**config.mk**
```make
export PLATFORM = sky130hd
export DESIGN_NAME = menu_key_autorepeat_unit
export DESIGN_NICKNAME = d
export VERILOG_FILES = /design/src/hdl/mka_pkg.sv /design/src/hdl/mka_timers.sv /design/src/hdl/mka_events.sv /design/src/hdl/menu_key_autorepeat_unit.sv
export VERILOG_INCLUDE_DIRS = /design/src /design/src/hdl
export SDC_FILE = /design/constraint.sdc
export NUM_CORES = 1
export LEC_CHECK = 0
export ABC_AREA = 1
export CORE_ASPECT_RATIO = 1.5
export CORE_MARGIN = 2
export CORE_UTILIZATION = 65
export CTS_CLUSTER_DIAMETER = 150
export DETAILED_ROUTE_END_ITERATION = 10
export DONT_BUFFER_PORTS = 1
export PLACE_DENSITY = 0.79
export SLEW_MARGIN = 10
export SYNTH_ARGS = -nofsm -noshare
export SYNTH_HDL_FRONTEND = slang
export SYNTH_HIERARCHICAL = 1
export SYNTH_SLANG_ARGS = --single-unit
```
**constraint.sdc**
```tcl
create_clock -name clk -period 10.75 [get_ports clk]
set_input_delay 2.15 -clock clk [delete_from_list [all_inputs] [get_ports clk]]
set_output_delay 2.15 -clock clk [all_outputs]
set_load 0.03 [all_outputs]
```
**src/hdl/menu_key_autorepeat_unit_assert.svh**
```systemverilog
// Assertion helpers for the autorepeat unit
`ifndef MENU_KEY_AUTOREPEAT_UNIT_ASSERT_SVH
`define MENU_KEY_AUTOREPEAT_UNIT_ASSERT_SVH

// same-cycle implication
`define MKA_ASSERT_IMP(lbl, ante, cons, msg) \
	lbl: assert property (@(posedge clk) disable iff (!arst_n) (ante) |-> (cons)) \
		else $error(msg);

// next-cycle implication
`define MKA_ASSERT_NXT(lbl, ante, cons, msg) \
	lbl: assert property (@(posedge clk) disable iff (!arst_n) (ante) |=> (cons)) \
		else $error(msg);

`endif

```
**src/hdl/mka_pkg.sv**
```systemverilog
package mka_pkg;

	localparam int NUM_TIMERS = 8;
	localparam int TIME_BITS  = 20;
	localparam int US_BITS    = 20;
	localparam int CFG_W      = 20;
	localparam int CMP_W      = (TIME_BITS > US_BITS) ? TIME_BITS : US_BITS;
	localparam int CLAMP_W    = (TIME_BITS > CFG_W) ? TIME_BITS : CFG_W;
	localparam int CFG_IDX_W  = 2;

	localparam logic [CFG_IDX_W-1:0] REG_TWO_PLAYERS    = 2'd0;
	localparam logic [CFG_IDX_W-1:0] REG_SEPARATE_PANEL = 2'd1;
	localparam logic [CFG_IDX_W-1:0] REG_FIRST_DELAY    = 2'd2;
	localparam logic [CFG_IDX_W-1:0] REG_REPEAT         = 2'd3;

	localparam logic [CFG_W-1:0] DEF_FIRST_DELAY = 20'd500000;
	localparam logic [CFG_W-1:0] DEF_REPEAT      = 20'd50000;

	localparam int DIR_UP    = 0;
	localparam int DIR_DOWN  = 1;
	localparam int DIR_LEFT  = 2;
	localparam int DIR_RIGHT = 3;
	localparam int KEY_START   = 4;
	localparam int KEY_SERVICE = 5;
	localparam int SYS_TEST   = 0;
	localparam int SYS_PANEL1 = 1;
	localparam int SYS_PANEL2 = 2;

	localparam logic [CLAMP_W-1:0] TIME_MAX_W = CLAMP_W'((64'd1 << TIME_BITS) - 64'd1);

	typedef struct packed {
		logic               clear;
		logic [US_BITS-1:0] elapsed_us;
		logic [2:0]         sys_pressed;
		logic [5:0]         p1_pressed;
		logic [5:0]         p2_pressed;
		logic [3:0]         p1_held;
		logic [3:0]         p2_held;
	} poll_t;

	typedef struct packed {
		logic test_hit;
		logic service_hit;
		logic start_hit;
		logic up_hit;
		logic down_hit;
		logic left_hit;
		logic right_hit;
	} events_t;

	typedef struct packed {
		logic             two_players;
		logic             separate_panel_keys;
		logic [CFG_W-1:0] first_delay_us;
		logic [CFG_W-1:0] repeat_interval_us;
	} cfg_t;

	typedef struct packed {
		logic [NUM_TIMERS-1:0] active;
		logic [NUM_TIMERS-1:0] zero;
	} timer_status_t;

	typedef struct packed {
		logic [NUM_TIMERS-1:0] active;
		logic [NUM_TIMERS-1:0] load_first;
		logic [NUM_TIMERS-1:0] load_repeat;
	} timer_update_t;

	function automatic logic [TIME_BITS-1:0] clamp_time(input logic [CFG_W-1:0] v);
		logic [CLAMP_W-1:0] w;
		w = CLAMP_W'(v);
		if (w > TIME_MAX_W)
			return TIME_BITS'(TIME_MAX_W);
		return TIME_BITS'(w);
	endfunction

endpackage

```
**src/hdl/mka_timers.sv**
```systemverilog
module mka_timers (
	input  logic                         clk,
	input  logic                         arst_n,
	input  logic                         advance,
	input  logic                         clear,
	input  logic [mka_pkg::US_BITS-1:0]  elapsed_us,
	input  mka_pkg::cfg_t                cfg,
	input  mka_pkg::timer_update_t       upd,
	output mka_pkg::timer_status_t       status
);
	import mka_pkg::*;

	logic [NUM_TIMERS-1:0] active_q;
	logic [TIME_BITS-1:0]  remaining_q [NUM_TIMERS];
	logic [TIME_BITS-1:0]  remaining_d [NUM_TIMERS];
	logic [CMP_W-1:0]      rem_w [NUM_TIMERS];
	logic [CMP_W-1:0]      el_w;

	assign el_w = CMP_W'(elapsed_us);

	// count down armed timers, saturating at zero
	always_comb begin
		for (int k = 0; k < NUM_TIMERS; k++) begin
			rem_w[k] = CMP_W'(remaining_q[k]);
			status.active[k] = active_q[k] & ~clear;
			if (status.active[k]) begin
				remaining_d[k] = (rem_w[k] > el_w) ? TIME_BITS'(rem_w[k] - el_w) : '0;
			end else begin
				remaining_d[k] = remaining_q[k];
			end
			status.zero[k] = (remaining_d[k] == '0);
		end
	end

	always_ff @(posedge clk or negedge arst_n) begin
		if (!arst_n) begin
			active_q <= '0;
		end else if (advance) begin
			active_q <= upd.active;
		end
	end

	always_ff @(posedge clk) begin
		if (advance) begin
			for (int k = 0; k < NUM_TIMERS; k++) begin
				if (upd.load_repeat[k]) begin
					remaining_q[k] <= clamp_time(cfg.repeat_interval_us);
				end else if (upd.load_first[k]) begin
					remaining_q[k] <= clamp_time(cfg.first_delay_us);
				end else begin
					remaining_q[k] <= remaining_d[k];
				end
			end
		end
	end

endmodule

```
**src/hdl/mka_events.sv**
```systemverilog
module mka_events (
	input  mka_pkg::poll_t          poll,
	input  mka_pkg::cfg_t           cfg,
	input  mka_pkg::timer_status_t  status,
	output mka_pkg::events_t        ev,
	output mka_pkg::timer_update_t  upd
);
	import mka_pkg::*;

	logic                  two;
	logic                  joined;
	logic                  first_zero;
	logic [NUM_TIMERS-1:0] held;
	logic [NUM_TIMERS-1:0] arm;
	logic [NUM_TIMERS-1:0] act2;
	logic [NUM_TIMERS-1:0] zero2;
	logic [NUM_TIMERS-1:0] fire;
	logic [NUM_TIMERS-1:0] run;
	logic [3:0]            dir_hit;

	assign two        = cfg.two_players;
	assign joined     = ~cfg.separate_panel_keys;
	assign first_zero = (clamp_time(cfg.first_delay_us) == '0);

	always_comb begin
		for (int k = 0; k < NUM_TIMERS; k++) begin
			held[k] = k[0] ? poll.p2_held[k >> 1] : poll.p1_held[k >> 1];
		end
	end

	always_comb begin
		int  da;
		int  db;
		int  ta;
		int  tb;
		logic a1;
		logic a2;
		logic b1;
		logic b2;
		logic rep_a;

		da         = 0;
		db         = 0;
		ta         = 0;
		tb         = 0;
		a1         = 1'b0;
		a2         = 1'b0;
		b1         = 1'b0;
		b2         = 1'b0;
		rep_a      = 1'b0;
		ev         = '0;
		dir_hit    = '0;
		arm        = '0;
		run        = '0;
		act2       = status.active;
		zero2      = status.zero;
		fire       = '0;
		upd.active      = status.active;
		upd.load_first  = '0;
		upd.load_repeat = '0;

		if (poll.sys_pressed[SYS_TEST] || (joined && poll.sys_pressed[SYS_PANEL1])) begin
			ev.test_hit = 1'b1;
		end else if (poll.p1_pressed[KEY_SERVICE] || (joined && poll.sys_pressed[SYS_PANEL2]) ||
				(two && poll.p2_pressed[KEY_SERVICE])) begin
			ev.service_hit = 1'b1;
		end else if (poll.p1_pressed[KEY_START] || (two && poll.p2_pressed[KEY_START])) begin
			ev.start_hit = 1'b1;
		end else begin
			for (int ax = 0; ax < 2; ax++) begin
				da = 2 * ax;
				db = 2 * ax + 1;
				ta = 2 * da;
				tb = 2 * db;
				a1 = poll.p1_pressed[da];
				a2 = poll.p2_pressed[da];
				b1 = poll.p1_pressed[db];
				b2 = poll.p2_pressed[db];
				if (a1 || (two && a2)) begin
					dir_hit[da] = 1'b1;
					arm[ta]     = a1;
					arm[ta + 1] = a2;
				end else if (b1 || (two && b2)) begin
					dir_hit[db] = 1'b1;
					arm[tb]     = b1;
					arm[tb + 1] = b2;
				end
			end

			for (int k = 0; k < NUM_TIMERS; k++) begin
				act2[k]  = status.active[k] | arm[k];
				zero2[k] = arm[k] ? first_zero : status.zero[k];
				fire[k]  = act2[k] & held[k] & zero2[k];
			end

			// on each axis, repeat checks stop at the first one that fires
			for (int ax = 0; ax < 2; ax++) begin
				da = 2 * ax;
				db = 2 * ax + 1;
				ta = 2 * da;
				tb = 2 * db;
				run[ta]     = 1'b1;
				run[ta + 1] = two & ~fire[ta];
				rep_a       = fire[ta] | (run[ta + 1] & fire[ta + 1]);
				run[tb]     = ~rep_a;
				run[tb + 1] = ~rep_a & ~fire[tb] & two;
				if (rep_a) begin
					dir_hit[da] = 1'b1;
				end else if (fire[tb] || (run[tb + 1] && fire[tb + 1])) begin
					dir_hit[db] = 1'b1;
				end
			end

			for (int k = 0; k < NUM_TIMERS; k++) begin
				upd.active[k]      = act2[k] & ~(run[k] & ~held[k]);
				upd.load_first[k]  = arm[k];
				upd.load_repeat[k] = run[k] & fire[k];
			end
		end

		ev.up_hit    = dir_hit[DIR_UP];
		ev.down_hit  = dir_hit[DIR_DOWN];
		ev.left_hit  = dir_hit[DIR_LEFT];
		ev.right_hit = dir_hit[DIR_RIGHT];
	end

endmodule

```
**src/hdl/menu_key_autorepeat_unit.sv**
```systemverilog
// channel   direction  handshake               payload
// in        input      in_valid / in_ready     in_data  (poll_t)
// out       output     out_valid / out_ready   out_data (events_t)
// cfg       input      cfg_we                  cfg_index, cfg_wdata
//
// One poll per cycle while out_ready is high; each poll goes through the
// input register, then its result through the result register, with timers
// updated as the poll moves from the input to the result register.
// Reset disarms all timers and loads the register defaults.
// While out_ready is low the result is held and one more poll waits in
// the input register.
`include "menu_key_autorepeat_unit_assert.svh"

module menu_key_autorepeat_unit (
	input  logic                            clk,
	input  logic                            arst_n,
	input  logic                            in_valid,
	output logic                            in_ready,
	input  mka_pkg::poll_t                  in_data,
	output logic                            out_valid,
	input  logic                            out_ready,
	output mka_pkg::events_t                out_data,
	input  logic                            cfg_we,
	input  logic [mka_pkg::CFG_IDX_W-1:0]   cfg_index,
	input  logic [mka_pkg::CFG_W-1:0]       cfg_wdata
);
	import mka_pkg::*;

	cfg_t          cfg_q;
	poll_t         poll_s1;
	logic          valid_s1;
	events_t       result_s2;
	logic          result_valid_s2;
	logic          advance;
	events_t       ev;
	timer_status_t status;
	timer_update_t upd;
	logic [2:0]    sys_ev;
	logic [3:0]    dir_ev;

	assign advance   = valid_s1 & (~result_valid_s2 | out_ready);
	assign in_ready  = ~valid_s1 | advance;
	assign out_valid = result_valid_s2;
	assign out_data  = result_s2;
	assign sys_ev    = {out_data.test_hit, out_data.service_hit, out_data.start_hit};
	assign dir_ev    = {out_data.up_hit, out_data.down_hit, out_data.left_hit,
		out_data.right_hit};

	always_ff @(posedge clk or negedge arst_n) begin
		if (!arst_n) begin
			cfg_q.two_players         <= 1'b1;
			cfg_q.separate_panel_keys <= 1'b0;
			cfg_q.first_delay_us      <= DEF_FIRST_DELAY;
			cfg_q.repeat_interval_us  <= DEF_REPEAT;
		end else if (cfg_we) begin
			case (cfg_index)
				REG_TWO_PLAYERS:    cfg_q.two_players         <= cfg_wdata[0];
				REG_SEPARATE_PANEL: cfg_q.separate_panel_keys <= cfg_wdata[0];
				REG_FIRST_DELAY:    cfg_q.first_delay_us      <= cfg_wdata;
				REG_REPEAT:         cfg_q.repeat_interval_us  <= cfg_wdata;
				default: ;
			endcase
		end
	end

	always_ff @(posedge clk or negedge arst_n) begin
		if (!arst_n) begin
			valid_s1        <= 1'b0;
			result_valid_s2 <= 1'b0;
		end else begin
			if (in_ready) begin
				valid_s1 <= in_valid;
			end
			if (advance) begin
				result_valid_s2 <= 1'b1;
			end else if (out_ready) begin
				result_valid_s2 <= 1'b0;
			end
		end
	end

	always_ff @(posedge clk) begin
		if (in_valid && in_ready) begin
			poll_s1 <= in_data;
		end
		if (advance) begin
			result_s2 <= ev;
		end
	end

	mka_timers u_timers (
		.clk        (clk),
		.arst_n     (arst_n),
		.advance    (advance),
		.clear      (poll_s1.clear),
		.elapsed_us (poll_s1.elapsed_us),
		.cfg        (cfg_q),
		.upd        (upd),
		.status     (status)
	);

	mka_events u_events (
		.poll   (poll_s1),
		.cfg    (cfg_q),
		.status (status),
		.ev     (ev),
		.upd    (upd)
	);

	`MKA_ASSERT_IMP(a_key_excl, out_valid && |sys_ev, $onehot(sys_ev) && !(|dir_ev), "key mixed")
	`MKA_ASSERT_IMP(a_stall, !in_ready, valid_s1 && result_valid_s2 && !out_ready, "bad stall")
	`MKA_ASSERT_NXT(a_advance, advance, result_valid_s2, "advanced poll gave no result")

endmodule

```
==> results of run 1 <==
[state kept, by name, summed over array words and instances, names as in the netlist]
signal                flops
cfg_q                    42
out_data                  7
out_valid                 1
poll_s1                  44
u_timers/active_q         8
u_timers/remaining_q    160
valid_s1                  1
[routing by layer]
| layer | up-vias | wire length (microns) | part of all wire (%) | GRT usage (%) |
|---|---|---|---|---|
| met1 | 12761 | 33100 | 33 | 50.1 |
| met4 | 2 | 11100 | 11 | 41.4 |
| li1 | 13327 | - | - | - |
| met2 | 1739 | 44700 | 45 | 74.8 |
| met3 | 577 | 10500 | 11 | 10.2 |
| met5 | - | 12 | 0.012 | 0 |
[Yosys cell counts, drive strengths merged]
cell type / count
ha: 160
o21ai: 91
nor3b: 3
buf: 63
and2: 8
inv: 585
nand4: 83
o22a: 1
o21bai: 11
dfstp: 14
nor4: 9
or2: 6
nand3b: 45
nor3: 26
o22ai: 33
a21oi: 173
a31oi: 6
o221ai: 31
o21a: 5
nor2: 566
o211ai: 51
and3: 1
a211oi: 1
edfxtp: 211
xor2: 11
fa: 8
nand3: 333
xnor2: 15
a21boi: 9
clkinv: 3
dfrtp: 38
clkbuf: 49
nand2: 1507
[final timing paths]
| path | to | slack, ns | cells past startpoint |
|---|---|---|---|
| min in group asynchronous | u_timers/active_q[3]$_DFFE_PN0P_ | 1.25 | 0 |
| worst min register to register | cfg_q[40]$_DFFE_PN0P_ | 0.47 | 2 |
| max in group asynchronous | cfg_q[35]$_DFFE_PN1P_ | 9.30 | 0 |
| worst max-delay path | u_timers/remaining_q[0][58]$_DFFE_PP_ | 4.39 | 25 |
| worst min-delay path | cfg_q[40]$_DFFE_PN0P_ | 0.47 | 2 |
| worst max register to register | u_timers/remaining_q[0][58]$_DFFE_PP_ | 4.39 | 25 |
[metrics by stage]
| stage | util [%] | std cells |
|---|---|---|
| 3_3_place_gp | 66.5 | 4568 |
| 5_1_grt | 69.1 | 4621 |
| 4_1_cts | 69.1 | 4620 |
| 3_5_place_dp | 66.5 | 4568 |
| 2_1_floorplan | - | 4156 |
| 6_report | 69.1 | 4621 |
[kinds of logic (layout without fill, tap and decap cells)]
family,Yosys count,count (layout)
compound gates,412,412
xor+xnor,26,26
fa+ha+maj,168,168
buf+inv,700,658
flops,263,263
other cells,0,1
simple gates,2587,2587
[area by class of cell]
class / count / area share (%)
Multi-Input combinational cell: 3193 / 58.1
Sequential cell: 263 / 27.5
Inverter: 588 / 7.93
Clock buffer: 35 / 2.79
Tap cell: 506 / 2.27
Clock inverter: 17 / 0.925
Timing Repair Buffer: 18 / 0.530
Antenna cell: 1 / 0.00898
[power groups by stage]
stage / Sequential [mW] / Combinational (mW) / Clock (mW)
3_5_place_dp: 1.55 / 1.86 / 0
4_1_cts: 1.53 / 1.87 / 1.11
5_1_grt: 1.54 / 2.13 / 1.14
2_1_floorplan: 1.39 / 1.44 / 0
6_report: 1.55 / 1.93 / 1.12
3_3_place_gp: 1.55 / 1.84 / 0
[tightest hold or removal path, cell delays in order (launching register included)]
cell,delay [ns]
dfrtp_1,0.35
nand2_1,0.05
nand2_1,0.04
==> results.yml, run 1 <==
run_status:
  outcome: "completed"
synthesis:
  synth_xor_xnor_area_share_pct: 0.856
  syn-instance-count: 4156
  syn_area_per_cell_sq_um: 6.40
  synth_top_family_by_area: "simple AND/OR/NAND/NOR gates"
  synth_mux_area_share_pct: 0
  synth_area_sq_mm: 0.0266
  synth_fa_ha_area_share_pct: 8.13
  ys_seq_area_share_pct: 28.8
  yosys_warnings: 6
  yosysUniqueCellTypes: 60
  yosysTopAreaCell: "edfxtp_1"
  syn-num-nets: 4395
  ys_ff_latch: 263
  synth_compound_area_share_pct: 9.35
  synth_area_leaders: "edfxtp_1, nand2_1, inv_1"
  synthSimpleGateAreaFrac_pct: 42.4
  yosysTopAreaCellShare_pct: 23.8
grt:
  grt-ovfl-total: 0
  grt_start_max_net_pins: 184
  grt_pass1_wl_mm: 149
  grt_use_total_pct: 46.0
  grt_pass1_vias: 26933
  antenna_found_initial: 2
power_and_ir_drop:
  clockPowerShare_pct: 24.3
  powerDensity_mw_per_mm2: 165
  vdd_drop_max_mv: 0.185
  power_mw: 4.60
  p_sw_mw: 2.02
  seq_power_share_pct: 33.8
  p_comb_share_pct: 41.9
  p_leak_nw: 13.8
  cell_internal_pwr_mw: 2.58
  switching_share_pct: 44.0
floorplan:
  coreArea_sq_mm: 0.0403
  fp.dieArea_sq_mm: 0.0426
  start_util_pct: 66.0
  top_level_ports: 80
  die_x_microns: 169
  rows: 90
  die_h_microns: 252
routing:
  wl_per_cell_microns: 21.5
  drcViolationCount: 0
  antenna_left: 0
  drt_wl_total_mm: 99.4
  drt_first_iter_violations: 3196
  vias_per_cell: 6.15
  via_count: 28406
  firstDrtPassIters: 7
hold_path:
  hold_start: "cfg_q[40]$_DFFE_PN0P_"
  hp-class: "reg -> reg"
cells_and_area:
  seq_area_sq_mm: 0.00765
  final_cell_mix: "nand2_1, inv_1, nor2_1"
  multi_input_area_sq_mm: 0.0162
  stdcell_area_sq_mm: 0.0279
  nNetsFinal: 4331
  layout_commonest_cell: "nand2_1"
  syn_to_final_growth_pct: 4.76
  drive_gt1_share_pct: 5.59
  fillCellCount: 3748
timing:
  fin_ws_ns: 4.39
  fin_hold_ws_ns: 0.473
  hold_viol: 0
  period_minus_slack_ns: 6.36
  finalSetupTns_ns: 0
  slew_headroom_pct: 18.3
  finalSetupViolations: 0
  fmax_mhz: 157
  rsz0062_at_grt: "false"
  finClkSkew_ns: 0.0204
  period_share_pct: 59.2
  slew_violations: 0
  worst_pin_slew_ns: 1.22
clock_network:
  clock_sinks: 263
  clkTransAtPathRegs_ns: 0.07
  cts_buffers: 28
  htree_levels: 1
  clockBufferDepth: 3
  tritoncts: "yes"
  cts.root.buffer_cell: "clkbuf_16"
  cts_hold_repair.buffers: 0
  cts_resized: 0
  post_cts_buffers: 0
  clkLatencyLatePin_ns: 0.60
placement:
  place_area_sq_mm: 0.0268
  port_buffers: 0
  dp.final_hpwl_mm: 72.4
  dpl_worst_slack_ns: 4.70
  gp_congestion: 1.07
critical_path:
  slowest_delay_ns: 0.71
  worst_path_max_delay_cell: "edfxtp_1"
  arrival_ns: 6.78
  cp.required_ns: 11.16
  worstSetupEndpointType: "flop"
  critical_path.startpoint: "poll_s1[23]$_DFFE_PP_"
  rr_startpoint: "poll_s1[23]$_DFFE_PP_"
  crit_type: "reg -> reg"
  cp_common_cell: "nor2_1"
  critPathMaxFanout: 12
  startpoint_type: "flop"
  crit_family: "simple AND/OR/NAND/NOR gates"
  path_buf_inv: 5
flow_run:
  maxCapViolCount: 0
Power figures use the tool's default switching activity.
==> run 2: changes to the inputs <==
==> constraint.sdc (replaced) <==
create_clock -name clk -period 6.5 [get_ports clk]
set_input_delay 1.3 -clock clk [delete_from_list [all_inputs] [get_ports clk]]
set_output_delay 1.3 -clock clk [all_outputs]
set_load 0.03 [all_outputs]
==> run 2 against run 1 <==
Net effect:
- flip-flop and latch count unchanged
- register-to-register slack got worse by 4.1 ns
- wire length grew 1.7%
- sequential power rose by 66%
- worst hold slack got worse by 0.073 ns
- combinational power up 67%
- die area unchanged
- clock skew down 0.0028 ns
- largest cell class unchanged
- via count is 0.84% higher
- worst setup slack got worse by 4.1 ns
- highest routed layer unchanged
- critical path type unchanged
- core utilization grew 0.23 points
==> results.yml, run 2 (same netlist as run 1, synthesis figures left out) <==
run_status:
  outcome: "completed"
critical_path:
  arrival_ns: 6.61
  path_buf_inv: 2
  crit_family: "simple AND/OR/NAND/NOR gates"
  worstSetupEndpointType: "flop"
  worst_path_max_delay_cell: "nor2_1"
  slowest_delay_ns: 1.00
  reg2reg_depth: 23
  reg2reg_slack_ns: 0.30
  cp.required_ns: 6.92
  rr_startpoint: "poll_s1[23]$_DFFE_PP_"
  cp_num_cells: 23
  crit_type: "reg -> reg"
  critical_path.startpoint: "poll_s1[23]$_DFFE_PP_"
  critPathMaxFanout: 20
  path_cells: "ha_1 > inv_1 > fa_1 > nand2_1 > a21oi_1 > nand3_2 > nand3_4 > nand3_4 > nor2_1 > nor2_1 > nand2_1 > nor2_1 > nand2_1 > nor2_1 > nor2_1 > nor2_1 > nand2_1 > nor2_1 > nor2_1 > inv_1 > nor2_1 > o21ai_0 > o211ai_1"
  startpoint_type: "flop"
  cp_common_cell: "nor2_1"
floorplan:
  start_util_pct: 66.0
  die_h_microns: 252
  top_level_ports: 80
  rows: 90
  die_x_microns: 169
  fp.dieArea_sq_mm: 0.0426
  coreArea_sq_mm: 0.0403
clock_network:
  cts.root.buffer_cell: "clkbuf_16"
  post_cts_buffers: 0
  cts_buffers: 28
  clock_sinks: 263
  cts_resized: 0
  clkTransAtPathRegs_ns: 0.07
  clkLatencyLatePin_ns: 0.60
  tritoncts: "yes"
  clockBufferDepth: 3
  cts_hold_repair.buffers: 0
  htree_levels: 1
routing:
  vias_per_cell: 6.18
  firstDrtPassIters: 8
  drt_first_iter_violations: 3463
  wl_per_cell_microns: 21.8
  drcViolationCount: 0
  via_count: 28645
  drt_wl_total_mm: 101
  antenna_left: 0
timing:
  period_share_pct: 95.4
  rsz0062_at_grt: "false"
  slew_headroom_pct: 18.4
  finalSetupViolations: 0
  finClkSkew_ns: 0.0176
  worst_pin_slew_ns: 1.22
  finalSetupTns_ns: 0
  period_minus_slack_ns: 6.20
  fin_ws_ns: 0.302
  slew_violations: 0
  fmax_mhz: 161
  hold_viol: 0
cells_and_area:
  syn_to_final_growth_pct: 5.11
  top_register: "u_timers/remaining_q"
  drive_gt1_share_pct: 5.93
  final_cell_count_no_fill: 4637
  final_cell_mix: "nand2_1, inv_1, nor2_1"
  fin_util_pct: 69.3
  top_regs: "u_timers/remaining_q: 160 flops, poll_s1: 44 flops, cfg_q: 42 flops"
  nNetsFinal: 4347
  largest_reg_flops: 160
  layout_commonest_cell: "nand2_1"
power_and_ir_drop:
  vdd_drop_max_mv: 0.502
  powerDensity_mw_per_mm2: 272
  p_leak_nw: 13.8
grt:
  grt_start_max_net_pins: 184
  grt_pass1_wl_mm: 149
  grt_use_total_pct: 46.3
  antenna_found_initial: 3
  grt_pass1_vias: 26755
  grt-ovfl-total: 0
flow_run:
  maxCapViolCount: 0
placement:
  dp_cells: 4584
  gp_congestion: 1.10
  dp.final_hpwl_mm: 75.1
  dpl_worst_slack_ns: 0.683
  port_buffers: 0
hold_path:
  hp-class: "in -> async"
[run 2: cell count changes in the layout (fill, tap and decap cells not counted), moves of 2 or more]
cell       change
clkbuf_1       +2
bufinv_16      -2
buf_4         +16
clkbuf_8       -2
[run 2: stage by stage]
step | total power [mW] | cell area [sq um] | hold slack [ns]
2_1_floorplan | 4.69 | 26600 | 0.442
3_3_place_gp | 5.64 | 26900 | 0.457
3_5_place_dp | 5.67 | 26900 | 0.458
4_1_cts | 7.46 | 27900 | 0.394
5_1_grt | 7.95 | 28000 | 0.395
6_report | 7.61 | 28000 | 0.400
[run 2: final cells by class]
class | instances | area, sq um
Antenna cell | 1 | 2.50
Fill cell | 3725 | 12400
Clock inverter | 16 | 225
Inverter | 588 | 2210
Timing Repair Buffer | 34 | 268
Multi-Input combinational cell | 3193 | 16200
Clock buffer | 36 | 783
Sequential cell | 263 | 7650
Tap cell | 506 | 633
[run 2: path summary, 6_finish.rpt]
path | end
max | u_timers/remaining_q[0][17]$_DFFE_PP_
max in group asynchronous | cfg_q[6]$_DFFE_PN1P_
min | out_valid$_DFFE_PN0P_
min reg2reg | cfg_q[40]$_DFFE_PN0P_
min in group clk | cfg_q[40]$_DFFE_PN0P_
max reg2reg | u_timers/remaining_q[0][17]$_DFFE_PP_
[run 2: routing by layer]
metal  vias to the layer above  wire length (microns)  part of all wire (%)  track usage, %
met5                         -                     20                 0.020               0
met4                         2                  11300                    11            41.4
met3                       528                  10400                    10            8.06
met2                      1779                  45700                    45            76.4
met1                     12978                  33700                    33            50.8
li1                      13358                      -                     -               -
[run 2: power by group]
group	total, mW	internal (mW)	switching [mW]
combinational	3.22	1.02	2.20
sequential	2.58	2.16	0.420
clock	1.81	1.03	0.783
